===== config.mk =====
export PLATFORM = sky130hd
export DESIGN_NAME = touch_keypad_event_generator
export DESIGN_NICKNAME = d
export VERILOG_FILES = /design/src/rtl/core/tkeg_pkg.sv /design/src/rtl/core/tkeg_front.sv /design/src/rtl/core/tkeg_queue.sv /design/src/rtl/core/tkeg_back.sv /design/src/rtl/core/touch_keypad_event_generator.sv
export VERILOG_INCLUDE_DIRS = /design/src /design/src/rtl/core
export SDC_FILE = /design/constraint.sdc
export NUM_CORES = 1
export LEC_CHECK = 0
export BUFFER_PORTS_ARGS = -buffer_cell sky130_fd_sc_hd__clkbuf_2
export CAP_MARGIN = 20
export CORE_MARGIN = 4
export CORE_UTILIZATION = 55
export DETAILED_ROUTE_END_ITERATION = 8
export PLACE_DENSITY = 0.82
export SLEW_MARGIN = 40
export SYNTH_ARGS = -nofsm -noshare
export SYNTH_HDL_FRONTEND = slang
export SYNTH_SLANG_ARGS = --single-unit

===== constraint.sdc =====
create_clock -name clock -period 15 [get_ports clock]
set_input_delay 0.75 -clock clock [delete_from_list [all_inputs] [get_ports clock]]
set_output_delay 0.75 -clock clock [all_outputs]
set_load 0.02 [all_outputs]

===== src/rtl/core/touch_keypad_event_generator_macros.svh =====
// assertion helpers used by touch_keypad_event_generator.sv
`ifndef TOUCH_KEYPAD_EVENT_GENERATOR_MACROS_SVH
`define TOUCH_KEYPAD_EVENT_GENERATOR_MACROS_SVH

// same-cycle implication, disabled during reset
`define TKEG_ASSERT_NOW(label, clk, rst, ante, cons) \
   label: assert property (@(posedge clk) disable iff (rst) (ante) |-> (cons)) \
      else $error("tkeg assertion failed");

// next-cycle implication, disabled during reset
`define TKEG_ASSERT_NEXT(label, clk, rst, ante, cons) \
   label: assert property (@(posedge clk) disable iff (rst) (ante) |=> (cons)) \
      else $error("tkeg assertion failed");

`endif


===== src/rtl/core/tkeg_pkg.sv =====
package tkeg_pkg;

   localparam int GRID_ROWS = 6;
   localparam int GRID_COLS = 4;
   localparam int SPLIT_ROW = 4;

   localparam int TIME_W = 32;
   localparam int POS_W = 11;
   localparam int KEY_W = 5;
   localparam int ACT_W = 2;
   localparam int COUNT_W = 5;
   localparam int CSR_IDX_W = 3;
   localparam int CSR_DATA_W = 16;

   // wide enough for origin + 5 pitches + split gap + button size
   localparam int COORD_W = 14;
   localparam int ROW_W = $clog2(GRID_ROWS + 1);
   localparam int COL_W = $clog2(GRID_COLS + 1);
   localparam int KEY_FULL_W = $clog2(GRID_ROWS * GRID_COLS + 1);

   localparam int QUEUE_DEPTH = 2;
   localparam int QPTR_W = $clog2(QUEUE_DEPTH);
   localparam int QCNT_W = $clog2(QUEUE_DEPTH + 1);

   typedef enum logic [ACT_W-1:0] {
      ACT_DOWN = 2'd0,
      ACT_LONG = 2'd1,
      ACT_UP   = 2'd2
   } act_type;

   typedef enum logic [CSR_IDX_W-1:0] {
      CSR_ORIGIN_X   = 3'd0,
      CSR_ORIGIN_Y   = 3'd1,
      CSR_BTN_WIDTH  = 3'd2,
      CSR_BTN_HEIGHT = 3'd3,
      CSR_SPACING    = 3'd4,
      CSR_DEBOUNCE   = 3'd5,
      CSR_LONG_PRESS = 3'd6
   } csr_idx_type;

   localparam logic [POS_W-1:0] RST_ORIGIN_X = 11'd642;
   localparam logic [POS_W-1:0] RST_ORIGIN_Y = 11'd0;
   localparam logic [7:0] RST_BTN_WIDTH = 8'd88;
   localparam logic [7:0] RST_BTN_HEIGHT = 8'd93;
   localparam logic [5:0] RST_SPACING = 6'd5;
   localparam logic [15:0] RST_DEBOUNCE = 16'd20;
   localparam logic [15:0] RST_LONG_PRESS = 16'd500;

   typedef struct packed {
      logic [POS_W-1:0] origin_x;
      logic [POS_W-1:0] origin_y;
      logic [7:0]       btn_width;
      logic [7:0]       btn_height;
      logic [5:0]       spacing;
      logic [15:0]      debounce;
      logic [15:0]      long_press;
   } cfg_type;

   // one classified tick
   typedef struct packed {
      logic [TIME_W-1:0] now_ms;
      logic              irq;
      logic              touch;
      logic              hit;
      logic [KEY_W-1:0]  key;
   } q_item_type;

   typedef struct packed {
      logic valid;
      logic full;
   } q_stat_type;

   typedef struct packed {
      logic    pop;
      logic    emit;
      act_type act;
      logic    sel_valid;
   } back_stat_type;

endpackage


===== src/rtl/core/tkeg_front.sv =====
module tkeg_front (
   input  tkeg_pkg::cfg_type              cfg,
   input  logic                           req_valid,
   output logic                           req_ready,
   input  logic [tkeg_pkg::TIME_W-1:0]    req_now_ms,
   input  logic                           req_touch_irq,
   input  logic [tkeg_pkg::COUNT_W-1:0]   req_touch_count,
   input  logic [tkeg_pkg::POS_W-1:0]     req_touch_x,
   input  logic [tkeg_pkg::POS_W-1:0]     req_touch_y,
   input  tkeg_pkg::q_stat_type           q_stat,
   output logic                           push,
   output tkeg_pkg::q_item_type           push_item
);
   import tkeg_pkg::*;

   logic [COORD_W-1:0]    pitch_x;
   logic [COORD_W-1:0]    pitch_y;
   logic [COORD_W-1:0]    split_gap;
   logic [COORD_W-1:0]    px;
   logic [COORD_W-1:0]    py;
   logic [COORD_W-1:0]    row_top [GRID_ROWS];
   logic [COORD_W-1:0]    col_left [GRID_COLS];
   logic [GRID_ROWS-1:0]  row_hit;
   logic [GRID_COLS-1:0]  col_hit;
   logic [ROW_W-1:0]      first_r;
   logic [COL_W-1:0]      first_c;
   logic [KEY_FULL_W-1:0] key_full;

   assign req_ready = !q_stat.full;
   assign push = req_valid && !q_stat.full;

   assign pitch_x = COORD_W'(cfg.btn_width) + COORD_W'(cfg.spacing);
   assign pitch_y = COORD_W'(cfg.btn_height) + COORD_W'(cfg.spacing);
   assign split_gap = COORD_W'(cfg.spacing) << 1;
   assign px = COORD_W'(req_touch_x);
   assign py = COORD_W'(req_touch_y);

   // button edges, strict compare on both sides
   always_comb begin
      for (int r = 0; r < GRID_ROWS; r++) begin
         row_top[r] = COORD_W'(cfg.origin_y) + COORD_W'(r) * pitch_y
                      + ((r >= SPLIT_ROW) ? split_gap : '0);
         row_hit[r] = (py > row_top[r]) && (py < row_top[r] + COORD_W'(cfg.btn_height));
      end
      for (int c = 0; c < GRID_COLS; c++) begin
         col_left[c] = COORD_W'(cfg.origin_x) + COORD_W'(c) * pitch_x
                       + ((c >= 1) ? split_gap : '0);
         col_hit[c] = (px > col_left[c]) && (px < col_left[c] + COORD_W'(cfg.btn_width));
      end
   end

   // lowest row and column win
   always_comb begin
      first_r = '0;
      for (int r = GRID_ROWS - 1; r >= 0; r--) begin
         if (row_hit[r]) begin
            first_r = ROW_W'(r);
         end
      end
      first_c = '0;
      for (int c = GRID_COLS - 1; c >= 0; c--) begin
         if (col_hit[c]) begin
            first_c = COL_W'(c);
         end
      end
   end

   assign key_full = KEY_FULL_W'(first_r) * KEY_FULL_W'(GRID_COLS) + KEY_FULL_W'(first_c);

   always_comb begin
      push_item.now_ms = req_now_ms;
      push_item.irq = req_touch_irq;
      push_item.touch = (req_touch_count != '0);
      push_item.hit = (|row_hit) && (|col_hit);
      push_item.key = KEY_W'(key_full);
   end

endmodule


===== src/rtl/core/tkeg_queue.sv =====
module tkeg_queue (
   input  logic                  clock,
   input  logic                  reset,
   input  logic                  push,
   input  tkeg_pkg::q_item_type  push_item,
   input  logic                  pop,
   output tkeg_pkg::q_item_type  pop_item,
   output tkeg_pkg::q_stat_type  stat
);
   import tkeg_pkg::*;

   q_item_type         entry_ff [QUEUE_DEPTH];
   logic [QPTR_W-1:0]  wr_ptr_ff;
   logic [QPTR_W-1:0]  wr_ptr_in;
   logic [QPTR_W-1:0]  rd_ptr_ff;
   logic [QPTR_W-1:0]  rd_ptr_in;
   logic [QCNT_W-1:0]  count_ff;
   logic [QCNT_W-1:0]  count_in;

   assign stat.valid = (count_ff != '0);
   assign stat.full = (count_ff == QCNT_W'(QUEUE_DEPTH));
   assign pop_item = entry_ff[rd_ptr_ff];

   always_comb begin
      wr_ptr_in = wr_ptr_ff;
      rd_ptr_in = rd_ptr_ff;
      count_in = count_ff;
      if (push) begin
         wr_ptr_in = (wr_ptr_ff == QPTR_W'(QUEUE_DEPTH - 1)) ? '0 : wr_ptr_ff + 1'b1;
      end
      if (pop) begin
         rd_ptr_in = (rd_ptr_ff == QPTR_W'(QUEUE_DEPTH - 1)) ? '0 : rd_ptr_ff + 1'b1;
      end
      if (push && !pop) begin
         count_in = count_ff + 1'b1;
      end else if (pop && !push) begin
         count_in = count_ff - 1'b1;
      end
   end

   always_ff @(posedge clock) begin
      if (reset) begin
         wr_ptr_ff <= '0;
         rd_ptr_ff <= '0;
         count_ff <= '0;
      end else begin
         wr_ptr_ff <= wr_ptr_in;
         rd_ptr_ff <= rd_ptr_in;
         count_ff <= count_in;
      end
   end

   always_ff @(posedge clock) begin
      if (push) begin
         entry_ff[wr_ptr_ff] <= push_item;
      end
   end

endmodule


===== src/rtl/core/tkeg_back.sv =====
module tkeg_back (
   input  logic                          clock,
   input  logic                          reset,
   input  tkeg_pkg::cfg_type             cfg,
   input  tkeg_pkg::q_stat_type          q_stat,
   input  tkeg_pkg::q_item_type          q_item,
   output logic                          pop,
   output logic                          rsp_valid,
   input  logic                          rsp_ready,
   output logic [tkeg_pkg::KEY_W-1:0]    rsp_key_index,
   output logic [tkeg_pkg::ACT_W-1:0]    rsp_key_action,
   output tkeg_pkg::back_stat_type       bstat
);
   import tkeg_pkg::*;

   logic              pending_ff;
   logic              pending_in;
   logic [TIME_W-1:0] last_ff;
   logic [TIME_W-1:0] last_in;
   logic              sel_valid_ff;
   logic              sel_valid_in;
   logic [KEY_W-1:0]  sel_key_ff;
   logic [KEY_W-1:0]  sel_key_in;
   logic [TIME_W-1:0] press_ff;
   logic [TIME_W-1:0] press_in;
   logic              rsp_valid_ff;
   logic              rsp_valid_in;
   logic [KEY_W-1:0]  rsp_key_ff;
   logic [KEY_W-1:0]  rsp_key_in;
   act_type           rsp_act_ff;
   act_type           rsp_act_in;

   logic              pend_now;
   logic [TIME_W-1:0] since_last;
   logic [TIME_W-1:0] since_press;
   logic              emit;
   logic [KEY_W-1:0]  emit_key;
   act_type           emit_act;

   assign pop = q_stat.valid && (!rsp_valid_ff || rsp_ready);
   assign pend_now = pending_ff || q_item.irq;
   assign since_last = q_item.now_ms - last_ff;
   assign since_press = q_item.now_ms - press_ff;

   always_comb begin
      pending_in = pending_ff;
      last_in = last_ff;
      sel_valid_in = sel_valid_ff;
      sel_key_in = sel_key_ff;
      press_in = press_ff;
      emit = 1'b0;
      emit_key = q_item.key;
      emit_act = ACT_DOWN;
      if (pop) begin
         if (since_last < TIME_W'(cfg.debounce)) begin
            // report latched, tick otherwise ignored
            pending_in = pend_now;
         end else if (pend_now) begin
            pending_in = 1'b0;
            last_in = q_item.now_ms;
            if (q_item.touch && q_item.hit) begin
               if (sel_valid_ff && (sel_key_ff == q_item.key)) begin
                  if (since_press > TIME_W'(cfg.long_press)) begin
                     emit = 1'b1;
                     emit_act = ACT_LONG;
                     sel_valid_in = 1'b0;
                     sel_key_in = '0;
                     press_in = '0;
                  end
               end else begin
                  emit = 1'b1;
                  emit_act = ACT_DOWN;
                  sel_valid_in = 1'b1;
                  sel_key_in = q_item.key;
                  press_in = q_item.now_ms;
               end
            end
         end else if (sel_valid_ff) begin
            emit = 1'b1;
            emit_key = sel_key_ff;
            emit_act = ACT_UP;
            sel_valid_in = 1'b0;
            sel_key_in = '0;
            press_in = '0;
         end
      end
   end

   always_comb begin
      rsp_valid_in = rsp_valid_ff;
      rsp_key_in = rsp_key_ff;
      rsp_act_in = rsp_act_ff;
      if (pop) begin
         rsp_valid_in = emit;
         rsp_key_in = emit_key;
         rsp_act_in = emit_act;
      end else if (rsp_ready) begin
         rsp_valid_in = 1'b0;
      end
   end

   always_ff @(posedge clock) begin
      if (reset) begin
         pending_ff <= 1'b0;
         last_ff <= '0;
         sel_valid_ff <= 1'b0;
         sel_key_ff <= '0;
         press_ff <= '0;
         rsp_valid_ff <= 1'b0;
      end else begin
         pending_ff <= pending_in;
         last_ff <= last_in;
         sel_valid_ff <= sel_valid_in;
         sel_key_ff <= sel_key_in;
         press_ff <= press_in;
         rsp_valid_ff <= rsp_valid_in;
      end
   end

   always_ff @(posedge clock) begin
      rsp_key_ff <= rsp_key_in;
      rsp_act_ff <= rsp_act_in;
   end

   assign rsp_valid = rsp_valid_ff;
   assign rsp_key_index = rsp_key_ff;
   assign rsp_key_action = rsp_act_ff;

   always_comb begin
      bstat.pop = pop;
      bstat.emit = emit;
      bstat.act = emit_act;
      bstat.sel_valid = sel_valid_ff;
   end

endmodule


===== src/rtl/core/touch_keypad_event_generator.sv =====
// touch keypad event generator
// req_ channel: one update tick per item (time, report flag, touch count, first
// touch point). rsp_ channel: zero or one key event per tick, key_index and
// key_action (0 down, 1 long press, 2 up). csr_ channel: register writes by
// index, always ready, to be done while no tick is in flight.
// the front hit-tests each tick combinationally and pushes it into a two-entry
// queue in the cycle it is accepted; the back pops one entry per cycle unless
// rsp_ is stalled, updates the debounce and selection state and loads the
// output register. an event is registered in a queue entry and then in the
// output register before it is valid on rsp_. throughput: one tick per cycle
// while rsp_ is not stalled; ticks that cause no event still take a back pop.
// a stalled rsp_ holds its event; the back then waits, the queue fills and
// req_ready drops once both entries are occupied.
// reset (synchronous, active high) restores the register defaults, clears the
// pending report, the selection, both timestamps, the queue and the output.
`include "touch_keypad_event_generator_macros.svh"

module touch_keypad_event_generator (
   input  logic                                   clock,
   input  logic                                   reset,
   input  logic                                   req_valid,
   output logic                                   req_ready,
   input  logic [tkeg_pkg::TIME_W-1:0]            req_now_ms,
   input  logic                                   req_touch_irq,
   input  logic [tkeg_pkg::COUNT_W-1:0]           req_touch_count,
   input  logic [tkeg_pkg::POS_W-1:0]             req_touch_x,
   input  logic [tkeg_pkg::POS_W-1:0]             req_touch_y,
   output logic                                   rsp_valid,
   input  logic                                   rsp_ready,
   output logic [tkeg_pkg::KEY_W-1:0]             rsp_key_index,
   output logic [tkeg_pkg::ACT_W-1:0]             rsp_key_action,
   input  logic                                   csr_valid,
   output logic                                   csr_ready,
   input  logic [tkeg_pkg::CSR_IDX_W-1:0]         csr_index,
   input  logic [tkeg_pkg::CSR_DATA_W-1:0]        csr_data
);
   import tkeg_pkg::*;

   cfg_type       cfg_ff;
   cfg_type       cfg_in;
   q_stat_type    q_stat;
   q_item_type    push_item;
   q_item_type    pop_item;
   logic          push;
   logic          pop;
   back_stat_type bstat;

   assign csr_ready = 1'b1;

   always_comb begin
      cfg_in = cfg_ff;
      if (csr_valid) begin
         unique case (csr_idx_type'(csr_index))
            CSR_ORIGIN_X:   cfg_in.origin_x = csr_data[POS_W-1:0];
            CSR_ORIGIN_Y:   cfg_in.origin_y = csr_data[POS_W-1:0];
            CSR_BTN_WIDTH:  cfg_in.btn_width = csr_data[7:0];
            CSR_BTN_HEIGHT: cfg_in.btn_height = csr_data[7:0];
            CSR_SPACING:    cfg_in.spacing = csr_data[5:0];
            CSR_DEBOUNCE:   cfg_in.debounce = csr_data;
            CSR_LONG_PRESS: cfg_in.long_press = csr_data;
            default: ;
         endcase
      end
   end

   always_ff @(posedge clock) begin
      if (reset) begin
         cfg_ff.origin_x <= RST_ORIGIN_X;
         cfg_ff.origin_y <= RST_ORIGIN_Y;
         cfg_ff.btn_width <= RST_BTN_WIDTH;
         cfg_ff.btn_height <= RST_BTN_HEIGHT;
         cfg_ff.spacing <= RST_SPACING;
         cfg_ff.debounce <= RST_DEBOUNCE;
         cfg_ff.long_press <= RST_LONG_PRESS;
      end else begin
         cfg_ff <= cfg_in;
      end
   end

   tkeg_front u_front (
      .cfg             (cfg_ff),
      .req_valid       (req_valid),
      .req_ready       (req_ready),
      .req_now_ms      (req_now_ms),
      .req_touch_irq   (req_touch_irq),
      .req_touch_count (req_touch_count),
      .req_touch_x     (req_touch_x),
      .req_touch_y     (req_touch_y),
      .q_stat          (q_stat),
      .push            (push),
      .push_item       (push_item)
   );

   tkeg_queue u_queue (
      .clock     (clock),
      .reset     (reset),
      .push      (push),
      .push_item (push_item),
      .pop       (pop),
      .pop_item  (pop_item),
      .stat      (q_stat)
   );

   tkeg_back u_back (
      .clock          (clock),
      .reset          (reset),
      .cfg            (cfg_ff),
      .q_stat         (q_stat),
      .q_item         (pop_item),
      .pop            (pop),
      .rsp_valid      (rsp_valid),
      .rsp_ready      (rsp_ready),
      .rsp_key_index  (rsp_key_index),
      .rsp_key_action (rsp_key_action),
      .bstat          (bstat)
   );

   // the back never pops an empty queue nor overwrites a stalled event
   `TKEG_ASSERT_NOW(a_pop_valid, clock, reset, bstat.pop, q_stat.valid && (!rsp_valid || rsp_ready))
   // down leaves a selection behind, long and up clear it
   `TKEG_ASSERT_NEXT(a_down_sel, clock, reset, bstat.pop && bstat.emit && (bstat.act == ACT_DOWN), bstat.sel_valid)
   `TKEG_ASSERT_NEXT(a_clear_sel, clock, reset, bstat.pop && bstat.emit && (bstat.act != ACT_DOWN), !bstat.sel_valid)
   // an up event always comes from an existing selection
   `TKEG_ASSERT_NOW(a_up_from_sel, clock, reset, bstat.pop && bstat.emit && (bstat.act == ACT_UP), bstat.sel_valid)

endmodule


==> results of run 1 <==
Yosys cell counts, types with 31 or more instances:
library cell	n
ha_1	485
nand3_1	35
dfxtp_1	153
o21bai_1	31
nor3_1	37
inv_1	367
a21o_1	119
nor2b_1	56
a211oi_1	63
nand2b_1	87
o21a_1	40
o21ai_0	131
xnor2_1	139
fa_1	73
nand4_1	46
a21oi_1	281
xor2_1	64
mux2i_1	61
mux2_2	32
nor2_1	163
edfxtp_1	87
clkbuf_1	55
nand2_1	273
state kept, by name, summed over array words and instances (netlist names), named ones only:
signal                 flops
u_queue.entry_ff          80
cfg_ff                    76
u_back.last_ff            32
u_back.press_ff           32
u_back.rsp_key_index       5
u_back.sel_key_ff          5
u_back.rsp_key_action      2
u_queue.count_ff           2
u_back.pending_ff          1
u_back.rsp_valid           1
u_back.sel_valid_ff        1
u_queue.rd_ptr_ff          1
u_queue.wr_ptr_ff          1
layer usage:
metal | wire length, um | vias up
met2 | 32330 | 724
met3 | 4617 | 157
met4 | 2391 | 2
met5 | 13 | -
met1 | 31550 | 10900
li1 | - | 11220
worst max-delay path by stage:
| stage | slack, ns | end | depth (start not counted) |
|---|---|---|---|
| 3_3_place_gp | 8.05 | u_queue.entry_ff[0][2] | 29 |
| 6_report | 7.79 | u_queue.entry_ff[0][2] | 29 |
| 4_1_cts | 7.87 | u_queue.entry_ff[0][2] | 29 |
| 5_1_grt | 7.32 | u_queue.entry_ff[0][2] | 28 |
| 2_1_floorplan | 8.56 | u_queue.entry_ff[0][2] | 30 |
| 3_5_place_dp | 7.91 | u_queue.entry_ff[0][2] | 29 |
worst max-delay path, delay by kind of cell, from the launching register on:
| kind | cells | cell delay, ns |
|---|---|---|
| xor+xnor | 3 | 0.61 |
| compound gates | 10 | 2.16 |
| flops | 1 | 0.41 |
| fa+ha+maj | 8 | 2.95 |
| simple gates | 5 | 0.56 |
| buf+inv | 3 | 0.30 |
power by group through the flow:
| stage | logic (mW) | registers, mW | clock network (mW) |
|---|---|---|---|
| floorplan | 2.42 | 0.860 | 0 |
| global placement | 3.04 | 0.866 | 0 |
| detailed placement | 3.11 | 0.870 | 0 |
| CTS | 3.13 | 0.858 | 0.650 |
| global route | 3.57 | 0.868 | 0.679 |
| finish | 3.17 | 0.858 | 0.644 |
logic make-up (layout without fill, tap and decap cells):
group | after synthesis | in the layout
AO/OA/AOI/OAI | 808 | 808
XOR/XNOR | 203 | 203
adder cells (fa/ha/maj) | 559 | 559
buffers and inverters | 441 | 517
flip-flops | 240 | 240
multiplexers | 93 | 93
other | 1 | 2
AND/OR/NAND/NOR | 793 | 793
stage by stage:
| step | hold slack, ns | util [%] | total power [mW] |
|---|---|---|---|
| floorplan | 0.4336 | - | 3.278 |
| global placement | 0.4430 | 57.91 | 3.905 |
| detailed placement | 0.4467 | 58.00 | 3.975 |
| CTS | 0.3714 | 59.80 | 4.640 |
| global route | 0.3744 | 59.81 | 5.113 |
| finish | 0.3920 | 59.81 | 4.671 |
cell type report:
class	count	area, um^2
Tap cell	615	769.5
Fill cell	4136	19230
Inverter	367	1378
Clock buffer	35	737.0
Antenna cell	1	2.502
Multi-Input combinational cell	2457	19400
Clock inverter	15	125.1
Timing Repair Buffer	100	526.8
Sequential cell	240	5677
==> impl_metrics.yaml, run 1 <==
placed_design:
  gp_congestion: 0.9652
  dp_hpwl_um: 56560
  numPlacedInstances: 3779
  dp_slack_ns: 7.913
  port_buffers: 92
  place_area_mm2: 0.02775
floorplanning:
  rows: 80
  coreArea_mm2: 0.04785
  die_w_um: 228.3
  start_util_pct: 55.80
  die_h_um: 228.3
  ioPinCount: 94
  fp.dieArea_mm2: 0.05213
yosys:
  synth_area_leaders: "ha_1, dfxtp_1, edfxtp_1, fa_1, a21oi_1"
  muxShareOfSynthArea_pct: 3.637
  synth-seq-cells: 240
  synth-compound-area-share_pct: 19.41
  syn_area_per_cell_um2: 8.508
  synth_area_leader_cell: "ha_1"
  yosys.area_share.simple_pct: 14.45
  synthXorXnorAreaFrac_pct: 6.659
  netlist-cell-type-count: 80
  async_flop_share_pct: 0
  synth_top_family_by_area: "adder cells"
  synth_edf_count: 87
  netlist_area_mm2: 0.02670
  synth_seq_area_share_pct: 21.26
  synthCells: 3138
  synth_nets: 3780
  synth_top_area_share_pct: 22.73
  synth_flop_cell: "dfxtp_1"
  synthAdderAreaFrac_pct: 28.24
  yosysWarnings: 0
global_route:
  grtUsageMet3_pct: 3.390
  grt.met1_usage_pct: 36.14
  gr-total-overflow: 0
  globalRouteMet2Util_pct: 44.00
  grt_pass1_vias: 22640
  grt_use_total_pct: 26.52
  grt_pass1_wl_um: 115400
  grt_max_degree: 101
  antenna_found_initial: 2
  top_usage_layer: "met2"
timing:
  fin_setup_tns_ns: 0
  max_freq_ghz: 0.1386
  finalSetupViolCount: 0
  max_slew_margin_pct: 44.86
  rsz0062_at_grt: "false"
  timing.final.crit_share_pct: 48.09
  hold_viol: 0
  slew_viol_final: 0
  fin_skew_ns: 0.01871
  tightest_slew_ns: 0.8212
  min_period_ns: 7.213
  worst_slack_ns: 7.787
layout:
  syn_to_final_growth_pct: 7.194
  nets: 3835
  drive_gt1_share_pct: 6.316
  final_cell_mix: "ha_1, inv_1, a21oi_1"
  finish.instance_area_mm2: 0.02862
  final_cell_count_no_fill: 3830
  final_common_cell: "ha_1"
setup_path:
  arrival_ns: 7.55
  crit_start: "cfg_ff[32]"
  timing.rr.start: "cfg_ff[32]"
  path_common_cell: "ha_1"
  start_kind: "flip-flop"
  cp_slowest_cell: "fa_1"
  slowest_delay_ns: 0.51
  ff2ff_path_depth: 29
  crit_fanout: 8
  endpoint_kind: "flip-flop"
  worstSetupPathType: "reg -> reg"
  worst-endpoint-required_ns: 15.34
  rr_endpoint: "u_queue.entry_ff[0][2]"
  r2r_setup_slack_ns: 7.79
routing:
  vias: 23000
  via_per_inst: 6.006
  drc_errors: 0
  wl_um: 70900
  firstDrtPassIters: 5
  initialDrtViolationCount: 1662
  drtAntennaViolNets: 0
  wire_per_inst_um: 18.51
clock_network:
  cts_root_buf: "clkbuf_16"
  ctsHoldBuffers: 0
  post_cts_buffers: 0
  htree_levels: 1
  cts_tree: "yes"
  clock_path_buffers: 3
  clock_sinks: 240
  cts-buffers-inserted: 27
  post_cts_resized: 0
  clkLatencyLatePin_ns: 0.55
  clk_pin_slew_ns: 0.06
pwr:
  switching_share_pct: 46.89
  comb_power_share_pct: 67.8
  p_int_mw: 2.481
  leakage_nw: 12.93
  power.density_mw_per_mm2: 163.2
  seqPwrFrac_pct: 18.4
  clkPwrFrac_pct: 13.8
  ir_worst_vdd_mv: 0.1147
  p_switching_mw: 2.190
min_path:
  holdPathStages: 1
  hold-path-endpoint: "u_queue.entry_ff[0][16]"
  hp-start: "req_now_ms[8]"
  min_path_type: "in -> reg"
flow_run:
  timing.max_cap.violations: 0
run_status:
  outcome: "complete, no violations"
(Power assumes the default switching activity.)
==> inputs of run 2 (changes only) <==
==> constraint.sdc (replaced) <==
create_clock -name clock -period 7.41 [get_ports clock]
set_input_delay 0.3705 -clock clock [delete_from_list [all_inputs] [get_ports clock]]
set_output_delay 0.3705 -clock clock [all_outputs]
set_load 0.02 [all_outputs]
==> impl_metrics.yaml, run 2 (synthesis gave the netlist of run 1 again) <==
setup_path:
  slowest_delay_ns: 0.53
  start_kind: "flip-flop"
  worst-endpoint-required_ns: 7.76
  path_common_cell: "ha_1"
  crit_fanout: 6
  cp_slowest_cell: "fa_1"
  endpoint_kind: "flip-flop"
  arrival_ns: 7.40
  worstSetupPathType: "reg -> reg"
clock_network:
  clkLatencyLatePin_ns: 0.56
  cts_tree: "yes"
  clock_sinks: 240
  cts_root_buf: "clkbuf_16"
  htree_levels: 1
  clock_path_buffers: 3
  cts-buffers-inserted: 26
  clk_pin_slew_ns: 0.07
timing:
  timing.final.crit_share_pct: 95.21
  min_period_ns: 7.055
  hold_viol: 0
  worst_slack_ns: 0.3546
  max_freq_ghz: 0.1417
  fin_skew_ns: 0.03373
  max_slew_margin_pct: 44.51
  slew_viol_final: 0
  finalSetupViolCount: 0
  tightest_slew_ns: 0.8323
layout:
  drive_gt1_share_pct: 6.753
  final_common_cell: "ha_1"
  largest_reg_flops: 80
  final_cell_mix: "ha_1, inv_1, a21oi_1"
  nets: 3866
  top_register: "u_queue.entry_ff"
  nFillCells: 4091
  reg_top3: "u_queue.entry_ff: 80 flops, cfg_ff: 76 flops"
  finish.instance_area_mm2: 0.02893
  syn_to_final_growth_pct: 8.347
routing:
  met2WireLength_um: 32120
  drc_errors: 0
  initialDrtViolationCount: 1679
  vias: 23040
  drt-met1-wl_um: 30320
  routed.top_layer: "met5"
  firstDrtPassIters: 5
  wire_per_inst_um: 18.27
  via_per_inst: 5.968
  drtAntennaViolNets: 0
  wl_um: 70530
  met3_length_um: 4966
floorplanning:
  die_h_um: 228.3
  start_util_pct: 55.80
  rows: 80
  fp.dieArea_mm2: 0.05213
  ioPinCount: 94
  coreArea_mm2: 0.04785
  die_w_um: 228.3
global_route:
  grt_pass1_wl_um: 114300
  gr-total-overflow: 0
  grt_use_total_pct: 26.31
  antenna_found_initial: 4
  grt_max_degree: 79
  grt_pass1_vias: 22680
pwr:
  leakage_nw: 13.10
  ir_worst_vdd_mv: 0.2338
  power.density_mw_per_mm2: 329.2
flow_run:
  timing.max_cap.violations: 0
run_status:
  outcome: "complete, no violations"
placed_design:
  dp_slack_ns: 0.4178
  port_buffers: 92
  place_area_mm2: 0.02783
  gp_congestion: 0.9382
  dp_hpwl_um: 55770
min_path:
  min_path_type: "in -> reg"
==> run 2: changes by cell type in the layout (fill, tap and decap cells not counted), moves of 2 or more <==
| cell | previous run | this run |
|---|---|---|
| nor3_1 | 34 | 36 |
| nor3_2 | 3 | 1 |
| clkinvlp_4 | 3 | 1 |
| clkbuf_1 | 6 | 2 |
| clkbuf_8 | 1 | 3 |
| buf_4 | 8 | 21 |
| dlygate4sd3_1 | 0 | 19 |
==> run 2: where the power goes <==
part | internal, mW | switching [mW]
sequential | 1.62 | 0.109
combinational | 2.68 | 3.76
clock | 0.776 | 0.578
==> run 2: metrics by stage <==
step	utilization, %	hold slack, ns	cells	setup TNS [ns]	total power [mW]
3_5_place_dp	58.16	0.4472	3791	0	8.045
2_1_floorplan	-	0.4336	3138	0	6.636
5_1_grt	60.46	0.0006236	3860	-0.1665	10.41
6_report	60.46	0.01595	3860	0	9.523
3_3_place_gp	58.11	0.4418	3791	0	7.906
4_1_cts	60.43	0.001515	3857	0	9.451
==> run 2: layer usage <==
metal / vias to the layer above / track usage (%)
met5: - / 0
met4: 4 / 10.64
met3: 193 / 3.041
met2: 795 / 43.62
met1: 10770 / 35.13
li1: 11280 / -
==> run 2: worst paths after layout <==
| kind | startpoint | to | slack [ns] | cells past startpoint |
|---|---|---|---|---|
| max | cfg_ff[38] | u_queue.entry_ff[1][2] | 0.35 | 30 |
| min | req_now_ms[14] | u_queue.entry_ff[0][22] | 0.02 | 1 |
| max reg2reg | cfg_ff[38] | u_queue.entry_ff[1][2] | 0.35 | 30 |
| min reg2reg | cfg_ff[3] | cfg_ff[3] | 0.46 | 2 |
==> run 2: what timing repair did <==
item | 4_1_cts | 5_1_grt
gates resized for setup | 0 | 2
hold endpoints to repair | 37 | 0
endpoints found under the setup margin | 0 | 4
hold buffers | 19 | 0
setup buffers | 0 | 1
==> run 2: final cells by class <==
class | instances | area [um^2] | share of cell area (%)
inverter | 367 | 1378 | 4.762
multi-input combinational | 2457 | 19380 | 67.00
tap | 615 | 769.5 | 2.660
antenna | 2 | 5.005 | 0.01730
clock buffer | 32 | 724.4 | 2.504
clock inverter | 15 | 167.7 | 0.5796
sequential | 240 | 5678 | 19.63
timing repair buffer | 132 | 823.3 | 2.846
==> run 2: critical path, delay by kind of cell (launching register included) <==
kind	cells	cell delay [ns]
XOR/XNOR	2	0.42
AND/OR/NAND/NOR	5	0.59
buffers and inverters	4	0.33
AO/OA/AOI/OAI	11	2.26
flip-flops	1	0.35
adder cells (fa/ha/maj)	8	2.91
